`src/design/i2cm_pkg.sv`:
```
`timescale 1ns / 1ps
// shared constants and types for the i2c register transfer master
// no dependencies

package i2cm_pkg;

    // command codes of an input item
    localparam logic [1:0] CMD_TICK        = 2'd0;
    localparam logic [1:0] CMD_START_READ  = 2'd1;
    localparam logic [1:0] CMD_START_WRITE = 2'd2;
    localparam logic [1:0] CMD_LOAD        = 2'd3;

    // default write buffer depth
    localparam int WRITE_BUFFER_DEPTH_DEF = 16;

    // read bit of the device address byte
    localparam logic [7:0] ADDR_READ_BIT = 8'h01;

    // one result item
    typedef struct packed {
        logic       scl_level;
        logic       sda_level;
        logic [7:0] read_data;
        logic       read_valid;
        logic       busy_res;
        logic       done_res;
        logic       error;
    } result_t;

endpackage

```
`src/design/i2c_master_register_transfer.sv`:
```
`timescale 1ns / 1ps
// top level of the i2c register transfer master: handshake, write buffer, result register
// depends on i2cm_pkg, i2cm_ram, i2cm_ctrl
//
//  channel | signals                                        | handshake
//  --------+------------------------------------------------+-------------------
//  input   | command dev_address reg_address byte_count     | in_valid/in_ready
//          | write_data buffer_index sda_sample             |
//  output  | scl_level sda_level read_data read_valid       | out_valid/out_ready
//          | busy_res done_res error                        |
//
// each accepted item steps the sequencer registers and the result register
// loads at the same edge, so an item can enter each cycle while in_ready is high
// in_ready drops only while a result waits and out_ready is low
// reset sets the sequencer's scl and sda registers high (bus released) and its phase
// idle and leaves the output empty; the write buffer is not cleared and needs no sweep
// a buffer slot is read through the registered ram port ahead of its use; a load that
// hits that slot in the same item is forwarded around the ram

module i2c_master_register_transfer #(
    parameter int WRITE_BUFFER_DEPTH = i2cm_pkg::WRITE_BUFFER_DEPTH_DEF
) (
    input  logic       clk,
    input  logic       rst_n,
    input  logic       in_valid,
    output logic       in_ready,
    input  logic [1:0] command,
    input  logic [7:0] dev_address,
    input  logic [7:0] reg_address,
    input  logic [7:0] byte_count,
    input  logic [7:0] write_data,
    input  logic [3:0] buffer_index,
    input  logic       sda_sample,
    output logic       out_valid,
    input  logic       out_ready,
    output logic       scl_level,
    output logic       sda_level,
    output logic [7:0] read_data,
    output logic       read_valid,
    output logic       busy_res,
    output logic       done_res,
    output logic       error
);

    localparam int AW = (WRITE_BUFFER_DEPTH > 1) ? $clog2(WRITE_BUFFER_DEPTH) : 1;

    logic              accept;
    logic              load_en;
    logic [AW-1:0]     wr_addr;
    logic [AW-1:0]     rd_addr;
    logic [7:0]        ram_rdata;
    logic [7:0]        buf_byte;
    i2cm_pkg::result_t res_next;
    i2cm_pkg::result_t res_reg;
    logic              out_valid_reg;

    // result register frees up when taken, so input keeps flowing
    assign in_ready = !out_valid_reg || out_ready;
    assign accept   = in_valid && in_ready;

    // slots beyond the buffer depth are dropped
    assign load_en = accept && (command == i2cm_pkg::CMD_LOAD) &&
                     (int'(buffer_index) < WRITE_BUFFER_DEPTH);
    assign wr_addr = AW'(buffer_index);

    i2cm_ram #(
        .WIDTH (8),
        .DEPTH (WRITE_BUFFER_DEPTH)
    ) u_wbuf (
        .clk   (clk),
        .we    (load_en),
        .waddr (wr_addr),
        .wdata (write_data),
        .raddr (rd_addr),
        .rdata (ram_rdata)
    );

    // a load in this same item takes effect before the slot is read
    assign buf_byte = (load_en && (wr_addr == rd_addr)) ? write_data : ram_rdata;

    i2cm_ctrl #(
        .DEPTH (WRITE_BUFFER_DEPTH)
    ) u_ctrl (
        .clk         (clk),
        .rst_n       (rst_n),
        .step_en     (accept),
        .command     (command),
        .dev_address (dev_address),
        .reg_address (reg_address),
        .byte_count  (byte_count),
        .sda_sample  (sda_sample),
        .buf_byte    (buf_byte),
        .rd_addr     (rd_addr),
        .res_next    (res_next)
    );

    // output valid flag
    always_ff @(posedge clk or negedge rst_n)
    begin
        if (!rst_n)
        begin
            out_valid_reg <= 1'b0;
        end
        else if (accept)
        begin
            out_valid_reg <= 1'b1;
        end
        else if (out_ready)
        begin
            out_valid_reg <= 1'b0;
        end
    end

    // result payload, held while the output stalls
    always_ff @(posedge clk)
    begin
        if (accept)
        begin
            res_reg <= res_next;
        end
    end

    assign out_valid  = out_valid_reg;
    assign scl_level  = res_reg.scl_level;
    assign sda_level  = res_reg.sda_level;
    assign read_data  = res_reg.read_data;
    assign read_valid = res_reg.read_valid;
    assign busy_res   = res_reg.busy_res;
    assign done_res   = res_reg.done_res;
    assign error      = res_reg.error;

    // a finished transaction is never still busy
    assert property (@(posedge clk) disable iff (!rst_n)
        out_valid && done_res |-> !busy_res)
        else $error("done reported while still busy");

    // an error only comes with the end of a transaction
    assert property (@(posedge clk) disable iff (!rst_n)
        out_valid && error |-> done_res)
        else $error("error without done");

    // a received byte completes on a raised clock inside a transaction
    assert property (@(posedge clk) disable iff (!rst_n)
        out_valid && read_valid |-> busy_res && scl_level)
        else $error("read byte outside an scl high phase");

    // a stalled result blocks the input so nothing is overwritten
    assert property (@(posedge clk) disable iff (!rst_n)
        out_valid && !out_ready |=> out_valid && $stable(res_reg))
        else $error("stalled result changed");

endmodule

```
`src/design/i2cm_ram.sv`:
```
`timescale 1ns / 1ps
// generic single write port ram with registered read, write-first on collision
// no dependencies

module i2cm_ram #(
    parameter int WIDTH = 8,
    parameter int DEPTH = 16
) (
    input  logic                                   clk,
    input  logic                                   we,
    input  logic [((DEPTH > 1) ? $clog2(DEPTH) : 1)-1:0] waddr,
    input  logic [WIDTH-1:0]                       wdata,
    input  logic [((DEPTH > 1) ? $clog2(DEPTH) : 1)-1:0] raddr,
    output logic [WIDTH-1:0]                       rdata
);

    logic [WIDTH-1:0] mem [DEPTH];

    always_ff @(posedge clk)
    begin
        if (we)
        begin
            mem[waddr] <= wdata;
        end
        if (we && (waddr == raddr))
        begin
            rdata <= wdata;
        end
        else
        begin
            rdata <= mem[raddr];
        end
    end

endmodule

```
`src/design/i2cm_ctrl.sv`:
```
`timescale 1ns / 1ps
// bus sequencer: at most one line write per accepted item, state held in registers
// depends on i2cm_pkg

module i2cm_ctrl #(
    parameter int DEPTH = i2cm_pkg::WRITE_BUFFER_DEPTH_DEF
) (
    input  logic                  clk,
    input  logic                  rst_n,
    input  logic                  step_en,
    input  logic [1:0]            command,
    input  logic [7:0]            dev_address,
    input  logic [7:0]            reg_address,
    input  logic [7:0]            byte_count,
    input  logic                  sda_sample,
    input  logic [7:0]            buf_byte,
    output logic [((DEPTH > 1) ? $clog2(DEPTH) : 1)-1:0] rd_addr,
    output i2cm_pkg::result_t     res_next
);

    localparam int AW = (DEPTH > 1) ? $clog2(DEPTH) : 1;

    typedef enum logic [3:0] {
        P_IDLE,
        P_START,
        P_TX_DEV,
        P_ACK_DEV,
        P_TX_REG,
        P_ACK_REG,
        P_RESTART,
        P_TX_DEVR,
        P_ACK_DEVR,
        P_TX_DATA,
        P_ACK_DATA,
        P_RX_REL,
        P_RX_BIT,
        P_TX_ACK,
        P_STOP
    } phase_t;

    phase_t        phase_reg, phase_next;
    logic [1:0]    line_step_reg, line_step_next;
    logic [2:0]    bit_cnt_reg, bit_cnt_next;
    logic [7:0]    byte_cnt_reg, byte_cnt_next;
    logic [7:0]    shift_reg, shift_next;
    logic [7:0]    dev_reg, dev_next;
    logic [7:0]    regaddr_reg, regaddr_next;
    logic [7:0]    len_reg, len_next;
    logic          is_read_reg, is_read_next;
    logic          scl_reg, scl_next;
    logic          sda_reg, sda_next;
    logic [AW-1:0] ptr_reg, ptr_next;

    logic [AW-1:0] ptr_inc;
    logic [8:0]    byte_inc;
    logic [7:0]    rx_shift;
    logic          last_byte;
    logic          rv;
    logic [7:0]    rd;
    logic          fin;
    logic          err;

    assign ptr_inc   = (ptr_reg == AW'(DEPTH - 1)) ? '0 : ptr_reg + AW'(1);
    assign byte_inc  = {1'b0, byte_cnt_reg} + 9'd1;
    assign last_byte = (byte_inc >= {1'b0, len_reg});
    assign rx_shift  = {shift_reg[6:0], sda_sample};

    // buffer slot needed when the current acknowledge closes
    assign rd_addr = (phase_reg == P_ACK_DATA) ? ptr_inc : ptr_reg;

    always_comb
    begin
        phase_next     = phase_reg;
        line_step_next = line_step_reg;
        bit_cnt_next   = bit_cnt_reg;
        byte_cnt_next  = byte_cnt_reg;
        shift_next     = shift_reg;
        dev_next       = dev_reg;
        regaddr_next   = regaddr_reg;
        len_next       = len_reg;
        is_read_next   = is_read_reg;
        scl_next       = scl_reg;
        sda_next       = sda_reg;
        ptr_next       = ptr_reg;
        rv             = 1'b0;
        rd             = 8'd0;
        fin            = 1'b0;
        err            = 1'b0;

        if (phase_reg == P_IDLE)
        begin
            if ((command == i2cm_pkg::CMD_START_READ) ||
                (command == i2cm_pkg::CMD_START_WRITE))
            begin
                is_read_next   = (command == i2cm_pkg::CMD_START_READ);
                dev_next       = dev_address;
                regaddr_next   = reg_address;
                len_next       = ((command == i2cm_pkg::CMD_START_READ) &&
                                  (byte_count == 8'd0)) ? 8'd1 : byte_count;
                byte_cnt_next  = 8'd0;
                bit_cnt_next   = 3'd0;
                ptr_next       = '0;
                phase_next     = P_START;
                line_step_next = 2'd0;
            end
        end
        else
        begin
            case (phase_reg)
                P_START, P_RESTART:
                begin
                    case (line_step_reg)
                        2'd0:
                        begin
                            sda_next       = 1'b1;
                            line_step_next = 2'd1;
                        end
                        2'd1:
                        begin
                            scl_next       = 1'b1;
                            line_step_next = 2'd2;
                        end
                        2'd2:
                        begin
                            sda_next       = 1'b0;
                            line_step_next = 2'd3;
                        end
                        default:
                        begin
                            scl_next       = 1'b0;
                            line_step_next = 2'd0;
                            bit_cnt_next   = 3'd0;
                            if (phase_reg == P_START)
                            begin
                                phase_next = P_TX_DEV;
                                shift_next = dev_reg;
                            end
                            else
                            begin
                                phase_next = P_TX_DEVR;
                                shift_next = dev_reg | i2cm_pkg::ADDR_READ_BIT;
                            end
                        end
                    endcase
                end
                P_TX_DEV, P_TX_REG, P_TX_DEVR, P_TX_DATA:
                begin
                    case (line_step_reg)
                        2'd0:
                        begin
                            sda_next       = shift_reg[3'd7 - bit_cnt_reg];
                            line_step_next = 2'd1;
                        end
                        2'd1:
                        begin
                            scl_next       = 1'b1;
                            line_step_next = 2'd2;
                        end
                        default:
                        begin
                            scl_next       = 1'b0;
                            line_step_next = 2'd0;
                            if (bit_cnt_reg == 3'd7)
                            begin
                                bit_cnt_next = 3'd0;
                                case (phase_reg)
                                    P_TX_DEV:  phase_next = P_ACK_DEV;
                                    P_TX_REG:  phase_next = P_ACK_REG;
                                    P_TX_DEVR: phase_next = P_ACK_DEVR;
                                    default:   phase_next = P_ACK_DATA;
                                endcase
                            end
                            else
                            begin
                                bit_cnt_next = bit_cnt_reg + 3'd1;
                            end
                        end
                    endcase
                end
                P_ACK_DEV, P_ACK_REG, P_ACK_DEVR, P_ACK_DATA:
                begin
                    case (line_step_reg)
                        2'd0:
                        begin
                            sda_next       = 1'b1;
                            line_step_next = 2'd1;
                        end
                        2'd1:
                        begin
                            scl_next       = 1'b1;
                            shift_next     = {7'd0, sda_sample};
                            line_step_next = 2'd2;
                        end
                        default:
                        begin
                            scl_next       = 1'b0;
                            line_step_next = 2'd0;
                            if (shift_reg != 8'd0)
                            begin
                                // not acknowledged: end without stop
                                phase_next = P_IDLE;
                                fin        = 1'b1;
                                err        = 1'b1;
                            end
                            else
                            begin
                                case (phase_reg)
                                    P_ACK_DEV:
                                    begin
                                        phase_next   = P_TX_REG;
                                        bit_cnt_next = 3'd0;
                                        shift_next   = regaddr_reg;
                                    end
                                    P_ACK_REG:
                                    begin
                                        if (is_read_reg)
                                        begin
                                            phase_next = P_RESTART;
                                        end
                                        else if (len_reg == 8'd0)
                                        begin
                                            phase_next = P_STOP;
                                        end
                                        else
                                        begin
                                            byte_cnt_next = 8'd0;
                                            ptr_next      = '0;
                                            phase_next    = P_TX_DATA;
                                            bit_cnt_next  = 3'd0;
                                            shift_next    = buf_byte;
                                        end
                                    end
                                    P_ACK_DEVR:
                                    begin
                                        byte_cnt_next = 8'd0;
                                        phase_next    = P_RX_REL;
                                    end
                                    default:
                                    begin
                                        byte_cnt_next = byte_inc[7:0];
                                        ptr_next      = ptr_inc;
                                        if (last_byte)
                                        begin
                                            phase_next = P_STOP;
                                        end
                                        else
                                        begin
                                            phase_next   = P_TX_DATA;
                                            bit_cnt_next = 3'd0;
                                            shift_next   = buf_byte;
                                        end
                                    end
                                endcase
                            end
                        end
                    endcase
                end
                P_RX_REL:
                begin
                    sda_next       = 1'b1;
                    phase_next     = P_RX_BIT;
                    line_step_next = 2'd0;
                    bit_cnt_next   = 3'd0;
                    shift_next     = 8'd0;
                end
                P_RX_BIT:
                begin
                    if (line_step_reg == 2'd0)
                    begin
                        scl_next       = 1'b1;
                        shift_next     = rx_shift;
                        line_step_next = 2'd1;
                        if (bit_cnt_reg == 3'd7)
                        begin
                            rv = 1'b1;
                            rd = rx_shift;
                        end
                    end
                    else
                    begin
                        scl_next       = 1'b0;
                        line_step_next = 2'd0;
                        if (bit_cnt_reg == 3'd7)
                        begin
                            bit_cnt_next = 3'd0;
                            phase_next   = P_TX_ACK;
                        end
                        else
                        begin
                            bit_cnt_next = bit_cnt_reg + 3'd1;
                        end
                    end
                end
                P_TX_ACK:
                begin
                    case (line_step_reg)
                        2'd0:
                        begin
                            sda_next       = last_byte;
                            line_step_next = 2'd1;
                        end
                        2'd1:
                        begin
                            scl_next       = 1'b1;
                            line_step_next = 2'd2;
                        end
                        default:
                        begin
                            scl_next       = 1'b0;
                            line_step_next = 2'd0;
                            if (last_byte)
                            begin
                                phase_next = P_STOP;
                            end
                            else
                            begin
                                byte_cnt_next = byte_inc[7:0];
                                phase_next    = P_RX_REL;
                            end
                        end
                    endcase
                end
                P_STOP:
                begin
                    case (line_step_reg)
                        2'd0:
                        begin
                            sda_next       = 1'b0;
                            line_step_next = 2'd1;
                        end
                        2'd1:
                        begin
                            scl_next       = 1'b1;
                            line_step_next = 2'd2;
                        end
                        default:
                        begin
                            sda_next       = 1'b1;
                            line_step_next = 2'd0;
                            phase_next     = P_IDLE;
                            fin            = 1'b1;
                        end
                    endcase
                end
                default:
                begin
                    phase_next     = P_IDLE;
                    line_step_next = 2'd0;
                end
            endcase
        end
    end

    always_comb
    begin
        res_next.scl_level  = scl_next;
        res_next.sda_level  = sda_next;
        res_next.read_data  = rd;
        res_next.read_valid = rv;
        res_next.busy_res   = (phase_next != P_IDLE);
        res_next.done_res   = fin;
        res_next.error      = err;
    end

    always_ff @(posedge clk or negedge rst_n)
    begin
        if (!rst_n)
        begin
            phase_reg     <= P_IDLE;
            line_step_reg <= 2'd0;
            bit_cnt_reg   <= 3'd0;
            byte_cnt_reg  <= 8'd0;
            shift_reg     <= 8'd0;
            dev_reg       <= 8'd0;
            regaddr_reg   <= 8'd0;
            len_reg       <= 8'd0;
            is_read_reg   <= 1'b0;
            scl_reg       <= 1'b1;
            sda_reg       <= 1'b1;
            ptr_reg       <= '0;
        end
        else if (step_en)
        begin
            phase_reg     <= phase_next;
            line_step_reg <= line_step_next;
            bit_cnt_reg   <= bit_cnt_next;
            byte_cnt_reg  <= byte_cnt_next;
            shift_reg     <= shift_next;
            dev_reg       <= dev_next;
            regaddr_reg   <= regaddr_next;
            len_reg       <= len_next;
            is_read_reg   <= is_read_next;
            scl_reg       <= scl_next;
            sda_reg       <= sda_next;
            ptr_reg       <= ptr_next;
        end
    end

endmodule
```
`config.mk`:
```
export PLATFORM = sky130hd
export DESIGN_NAME = i2c_master_register_transfer
export DESIGN_NICKNAME = d
export VERILOG_FILES = /design/src/design/i2cm_pkg.sv /design/src/design/i2c_master_register_transfer.sv /design/src/design/i2cm_ram.sv /design/src/design/i2cm_ctrl.sv
export SDC_FILE = /design/constraint.sdc
export NUM_CORES = 1
export LEC_CHECK = 0
export ABC_AREA = 1
export ABC_CLOCK_PERIOD_IN_PS = 2900
export BUFFER_PORTS_ARGS = -buffer_cell sky130_fd_sc_hd__clkbuf_2
export CAP_MARGIN = 15
export CORE_MARGIN = 8
export CORE_UTILIZATION = 30
export CTS_BUF_LIST = sky130_fd_sc_hd__clkbuf_8
export DETAILED_ROUTE_END_ITERATION = 16
export MAX_ROUTING_LAYER = met4
export PLACE_DENSITY = 0.44
export SLEW_MARGIN = 20
export SYNTH_ARGS = -nofsm -noshare
export SYNTH_HDL_FRONTEND = slang
export SYNTH_SLANG_ARGS = --single-unit
```
`constraint.sdc`:
```
create_clock -name clk -period 2.9 [get_ports clk]
set_input_delay 0.29 -clock clk [delete_from_list [all_inputs] [get_ports clk]]
set_output_delay 0.29 -clock clk [all_outputs]
set_load 0.1 [all_outputs]
```
==> impl_metrics.toml, run 1 <==
[outcome]
status = "complete, no violations"

[floorplan]
core_area_mm2 = 0.0324
dieWidth_um = 197
dieArea_mm2 = 0.0387
initial_core_util = 0.302
die_h_um = 197
ioPinCount = 59
rows = 66

[sta]
setup_viol_count_final = 0
hold_violations = 0
drv_slew = 0
period_needed_ps = 2680
setup_ws_ps = 219
maxSlewHeadroom = 0.474
fin_skew_ps = 22.4
finalCritPeriodShare = 0.924
worst_pin_slew_ps = 789
timing.fmax_mhz = 373

[finish]
layout_common_cells = "nand2_1, edfxtp_1, nor2_1"
largest_reg_flops = 128
layout-drive-gt1-share = 0.178
nets = 1238
layout_commonest_cell = "nand2_1"
antenna_cells = 0
final_util = 0.370
finalInstanceArea_mm2 = 0.0120
areaGrowthSynthToFinish_pct = 22.2
top_register = "u_wbuf.mem"

[synth]
yosysTopAreaCell = "edfxtp_1"
ys_top_cells_by_area = "edfxtp_1, dfrtp_1, nand2_1"
synth.distinct_cells = 48
avgSynthCellArea_um2 = 9.45
syn-num-nets = 1099
synth_seq_area_share = 0.590
synth.ff_latch_count = 203
synth_edf_count = 142
async_flop_share = 0.281
ys.warnings.count = 0
ys.flop_type = "edfxtp_1"
synth_top_area_share = 0.436
netlist_instances = 1036
syn-cell-area_mm2 = 0.00979

[placed_design]
io_buffers = 58
hpwl_mm = 19.0
gp_congestion = 0.853
placed_area_mm2 = 0.0109
dp_slack_ps = 59.7

[global_route]
track_usage = 0.151
grt_first_pass_wirelength_mm = 44.5
antenna_found_initial = 0
grt_max_degree = 58
grt_pass1_vias = 7902
grt_overflow = 0

[routing]
drt_wl_total_mm = 28.1
wl_met1_mm = 13.5
post_drt_wl_per_cell_um = 17.1
route.detailed.drc = 0
dr_wl_met2_mm = 13.0
route.vias.total = 7659
drt_iter0_markers = 389
avgViaCountPerCell = 4.65
drt_pass1_iterations = 5
top_layer_used = "met4"
postRouteAntennaNets = 0
dr_wl_met3_mm = 1.04

[clocking]
cts_buffer_depth = 3
clk_pin_slew_ps = 60
cts_buffers = 38
root_buffer = "clkbuf_8"
clock_sinks = 203
cts_tree = "yes"
clk-insertion-delay-late_ps = 560
htreeDepth = 2

[power_and_ir_drop]
ir_worst_vdd_mv = 0.798
leakage_nw = 4.98
power_w = 0.0108
powerDensity_mw_per_mm2 = 907

[critical_path]
critPathMostFrequentCell = "nand2_1"
critical-path-top-delay-family = "simple AND/OR/NAND/NOR gates"
cp-end-kind = "flop"
critPathMaxStageDelay_ps = 360
cp_num_buf_inv = 1
worstPathRequired_ps = 3200
arrival_ps = 2980
critPathKind = "flop to flop"
cp-start-kind = "flop"
rrSetupSlack_ps = 220
path_cells = "ha_2, nand2_2, nor2_4, nand3_2, xor2_2, inv_2, ha_4, a21o_1, nand3_1, nand2_1, nor2_2, nand3_4, nand2_2, nand2_2, nand2_1, nand2_1, nand2_1, nand3_1, nor2_1, nand2_1"
slowest_stage = "dfrtp_1"
cp_max_fo = 6

[min_path]
hold_class = "primary input to flop"

[run]
drv_cap = 0
worst min-delay path, stage by stage:
cell and delay (ps):
clkbuf_2 80, nand2_1 80, o21ai_0 80
synthesized netlist by cell type (all sizes together), types with 2 or more instances:
cell type / instances
nand3: 43
o22ai: 9
o211ai: 6
a32o: 14
a32oi: 2
nand4: 14
edfxtp: 142
buf: 13
nor3: 9
nor2: 104
a31oi: 2
nor4: 2
a21oi: 70
a21boi: 9
clkbuf: 23
xor2: 8
a22oi: 14
dfxtp: 4
inv: 91
clkinv: 2
a211oi: 2
dfstp: 2
dfrtp: 55
o21ai: 76
nand2: 292
a2111oi: 2
ha: 20
per-layer routing:
| layer | track usage | up-vias |
|---|---|---|
| li1 | - | 3833 |
| met1 | 0.194 | 3652 |
| met2 | 0.243 | 140 |
| met3 | 0.0259 | 34 |
| met4 | 0.0429 | 0 |
| met5 | - | - |
stage by stage:
stage / std cells / TNS (ps) / hold WS (ps)
floorplan: 1036 / 0 / -5.59
global placement: 1548 / 0 / 460
detailed placement: 1548 / 0 / 461
CTS: 1640 / 0 / 0.414
global route: 1646 / -16.3 / 30.8
finish: 1646 / 0 / 33.4
power by group:
group / switching, W / internal (W) / total [W]
Sequential: 0.000285 / 0.00354 / 0.00382
Clock: 0.00124 / 0.00129 / 0.00254
Combinational: 0.00302 / 0.00147 / 0.00449
cell type report:
cell class	instances	area, µm²
clock buffers	40	551
clock inverters	29	138
fillers	3372	20400
inverters	93	349
multi-input cells	705	3660
flip-flops and latches	203	5770
well taps	442	553
repair buffers	134	938
worst paths after layout:
check	startpoint	depth (start not counted)	endpoint
worst max-delay path	u_ctrl.byte_cnt_reg[0]$_DFFE_PN0P_	20	busy_res$_DFFE_PP_
worst min-delay path	reg_address[0]	3	u_ctrl.regaddr_reg[0]$_DFFE_PN0P_
worst max register to register	u_ctrl.byte_cnt_reg[0]$_DFFE_PN0P_	20	busy_res$_DFFE_PP_
worst min register to register	u_ctrl.regaddr_reg[5]$_DFFE_PN0P_	2	u_ctrl.regaddr_reg[5]$_DFFE_PN0P_
max in group asynchronous	rst_n	3	u_ctrl.len_reg[2]$_DFFE_PN0P_
min in group asynchronous	rst_n	3	u_ctrl.line_step_reg[1]$_DFFE_PN0P_
kinds of logic after synthesis:
| kind of cell | count (synthesis) | synth area share |
|---|---|---|
| and+or+nand+nor | 467 | 0.197 |
| AOI/OAI and AO/OA | 209 | 0.128 |
| adders and majority gates | 20 | 0.0256 |
| DFF | 203 | 0.590 |
| buffers and inverters | 129 | 0.0520 |
| xor gates and xnor gates | 8 | 0.00793 |
timing repair:
action                     CTS  global route
setup endpoints to repair    0            25
hold endpoints to repair    77             0
buffers inserted             0             5
hold buffers                23             0
resized for setup            0            28
(Power assumes the default switching activity.)
==> inputs of run 2 (changes only) <==
- REMOVE_ABC_BUFFERS: default -> 1
==> run 2 against run 1 <==
Net effect: via count shrank 0.94%; clock-buffer cell count down 1; global-route usage down 0.55 points; register-to-register slack lost 90 ps; hold slack got worse by 2.1 ps; clock skew increased by 3.3 ps; combinational power down 2%; critical endpoint unchanged; largest cell class unchanged; highest routed layer unchanged.
==> impl_metrics.toml, run 2 (synthesis gave the netlist of run 1 again) <==
[outcome]
status = "complete, no violations"

[finish]
antenna_cells = 0
layout_commonest_cell = "nand2_1"
largest_reg_flops = 128
layout_common_cells = "nand2_1, edfxtp_1, nor2_1"
final_util = 0.367
finalInstanceArea_mm2 = 0.0119
nets = 1224
top_register = "u_wbuf.mem"
layout-drive-gt1-share = 0.168
areaGrowthSynthToFinish_pct = 21.5
fin_cells = 1633

[power_and_ir_drop]
ir_worst_vdd_mv = 0.426
powerDensity_mw_per_mm2 = 917
leakage_nw = 4.90

[placed_design]
dp_slack_ps = 13.4
hpwl_mm = 18.5
io_buffers = 58
placed_area_mm2 = 0.0108
placedCellCount = 1538
gp_congestion = 0.892

[global_route]
grt_overflow = 0
grt_max_degree = 65
track_usage = 0.145
antenna_found_initial = 0
grt_pass1_vias = 7628
grt_first_pass_wirelength_mm = 43.1

[routing]
drt_iter0_markers = 364
drt_pass1_iterations = 5
avgViaCountPerCell = 4.65
route.vias.total = 7587
post_drt_wl_per_cell_um = 16.8
route.detailed.drc = 0
postRouteAntennaNets = 0
drt_wl_total_mm = 27.4

[clocking]
cts_buffer_depth = 3
htreeDepth = 2
clk-insertion-delay-late_ps = 530
cts_buffers = 38
cts_tree = "yes"
root_buffer = "clkbuf_8"
clock_sinks = 203
clk_pin_slew_ps = 60

[critical_path]
r2r_cells = 19
path_cells = "ha_2, nand2_2, nor2_4, xor2_2, ha_4, nand2_1, a21oi_1, nor2_1, nor2_2, nor2_2, nand3_4, nand2_2, nand2_1, nand2_1, nand2_1, nand2_1, nand3_1, nor2_1, nand2_1"
cp-start-kind = "flop"
critPathKind = "flop to flop"
worstPathRequired_ps = 3190
critPathMostFrequentCell = "nand2_1"
cp_max_fo = 6
rr_startpoint = "u_ctrl.byte_cnt_reg[0]$_DFFE_PN0P_"
arrival_ps = 3070
critPathMaxStageDelay_ps = 370
slowest_stage = "dfrtp_1"
r2r_end = "busy_res$_DFFE_PP_"
cp-end-kind = "flop"
rrSetupSlack_ps = 130

[sta]
maxSlewHeadroom = 0.472
finalCritPeriodShare = 0.956
period_needed_ps = 2770
fin_skew_ps = 25.7
rsz0062_at_grt = "true"
setup_ws_ps = 127
setup_tns_ps = 0
worst_pin_slew_ps = 792
hold_violations = 0
setup_viol_count_final = 0
timing.fmax_mhz = 361
drv_slew = 0

[floorplan]
ioPinCount = 59
dieWidth_um = 197
die_h_um = 197
core_area_mm2 = 0.0324
rows = 66
dieArea_mm2 = 0.0387
initial_core_util = 0.302

[min_path]
min_to = "u_ctrl.regaddr_reg[6]$_DFFE_PN0P_"
hold_path.startpoint = "reg_address[6]"
whs_path_depth = 3
hold_class = "primary input to flop"

[run]
drv_cap = 0
[run 2: worst max-delay path, delay by kind of cell (launching register included)]
family	cells	cell delay (ps)
AND/OR/NAND/NOR	15	1400
adder cells (fa/ha/maj)	2	460
flip-flops	1	370
XOR/XNOR	1	250
AO/OA/AOI/OAI	1	50
[run 2: metal layers]
| layer | up-vias | share of wire | GRT usage |
|---|---|---|---|
| met1 | 3556 | 0.48 | 0.190 |
| met5 | - | 0 | - |
| met3 | 60 | 0.032 | 0.0227 |
| li1 | 3814 | - | - |
| met4 | 0 | 0.027 | 0.0451 |
| met2 | 157 | 0.46 | 0.231 |
[run 2: metrics by stage]
stage / hold WS, ps / power (W)
final: 31.3 / 0.0109
after CTS: 3.15 / 0.0109
after global placement: 455 / 0.00819
after floorplan: -5.59 / 0.00673
after detailed placement: 459 / 0.00818
after global routing: 15.3 / 0.0117
[run 2: power by group]
group          switching, W  internal, W
registers          0.000295      0.00354
logic               0.00298      0.00142
clock network       0.00124      0.00144
[run 2: how the worst max path moves through the flow]
| stage | start | end | slack (ps) | cells past startpoint |
|---|---|---|---|---|
| floorplan | out_valid$_DFFE_PN0P_ | u_ctrl.len_reg[0]$_DFFE_PN0P_ | -920 | 6 |
| global placement | u_ctrl.byte_cnt_reg[0]$_DFFE_PN0P_ | busy_res$_DFFE_PP_ | 30 | 20 |
| detailed placement | u_ctrl.byte_cnt_reg[0]$_DFFE_PN0P_ | busy_res$_DFFE_PP_ | 10 | 20 |
| CTS | u_ctrl.byte_cnt_reg[0]$_DFFE_PN0P_ | u_ctrl.shift_reg[6]$_DFFE_PN0P_ | 10 | 18 |
| global route | u_ctrl.byte_cnt_reg[0]$_DFFE_PN0P_ | busy_res$_DFFE_PP_ | -60 | 19 |
| finish | u_ctrl.byte_cnt_reg[0]$_DFFE_PN0P_ | busy_res$_DFFE_PP_ | 130 | 19 |
[run 2: area by class of cell]
cell class	instances	area (µm²)
timing repair buffer	120	837
multi-input combinational	705	3660
sequential	203	5770
clock buffer	39	537
clock inverter	31	185
fill	3405	20500
inverter	93	349
tap	442	553
[run 2: timing repair]
item	4_1_cts	5_1_grt
pin swaps	0	15
resized for setup	1	24
endpoints found under the setup margin	6	23
setup buffers	0	3
endpoints found under the hold margin	75	0
hold buffers	21	0
cloned	0	1
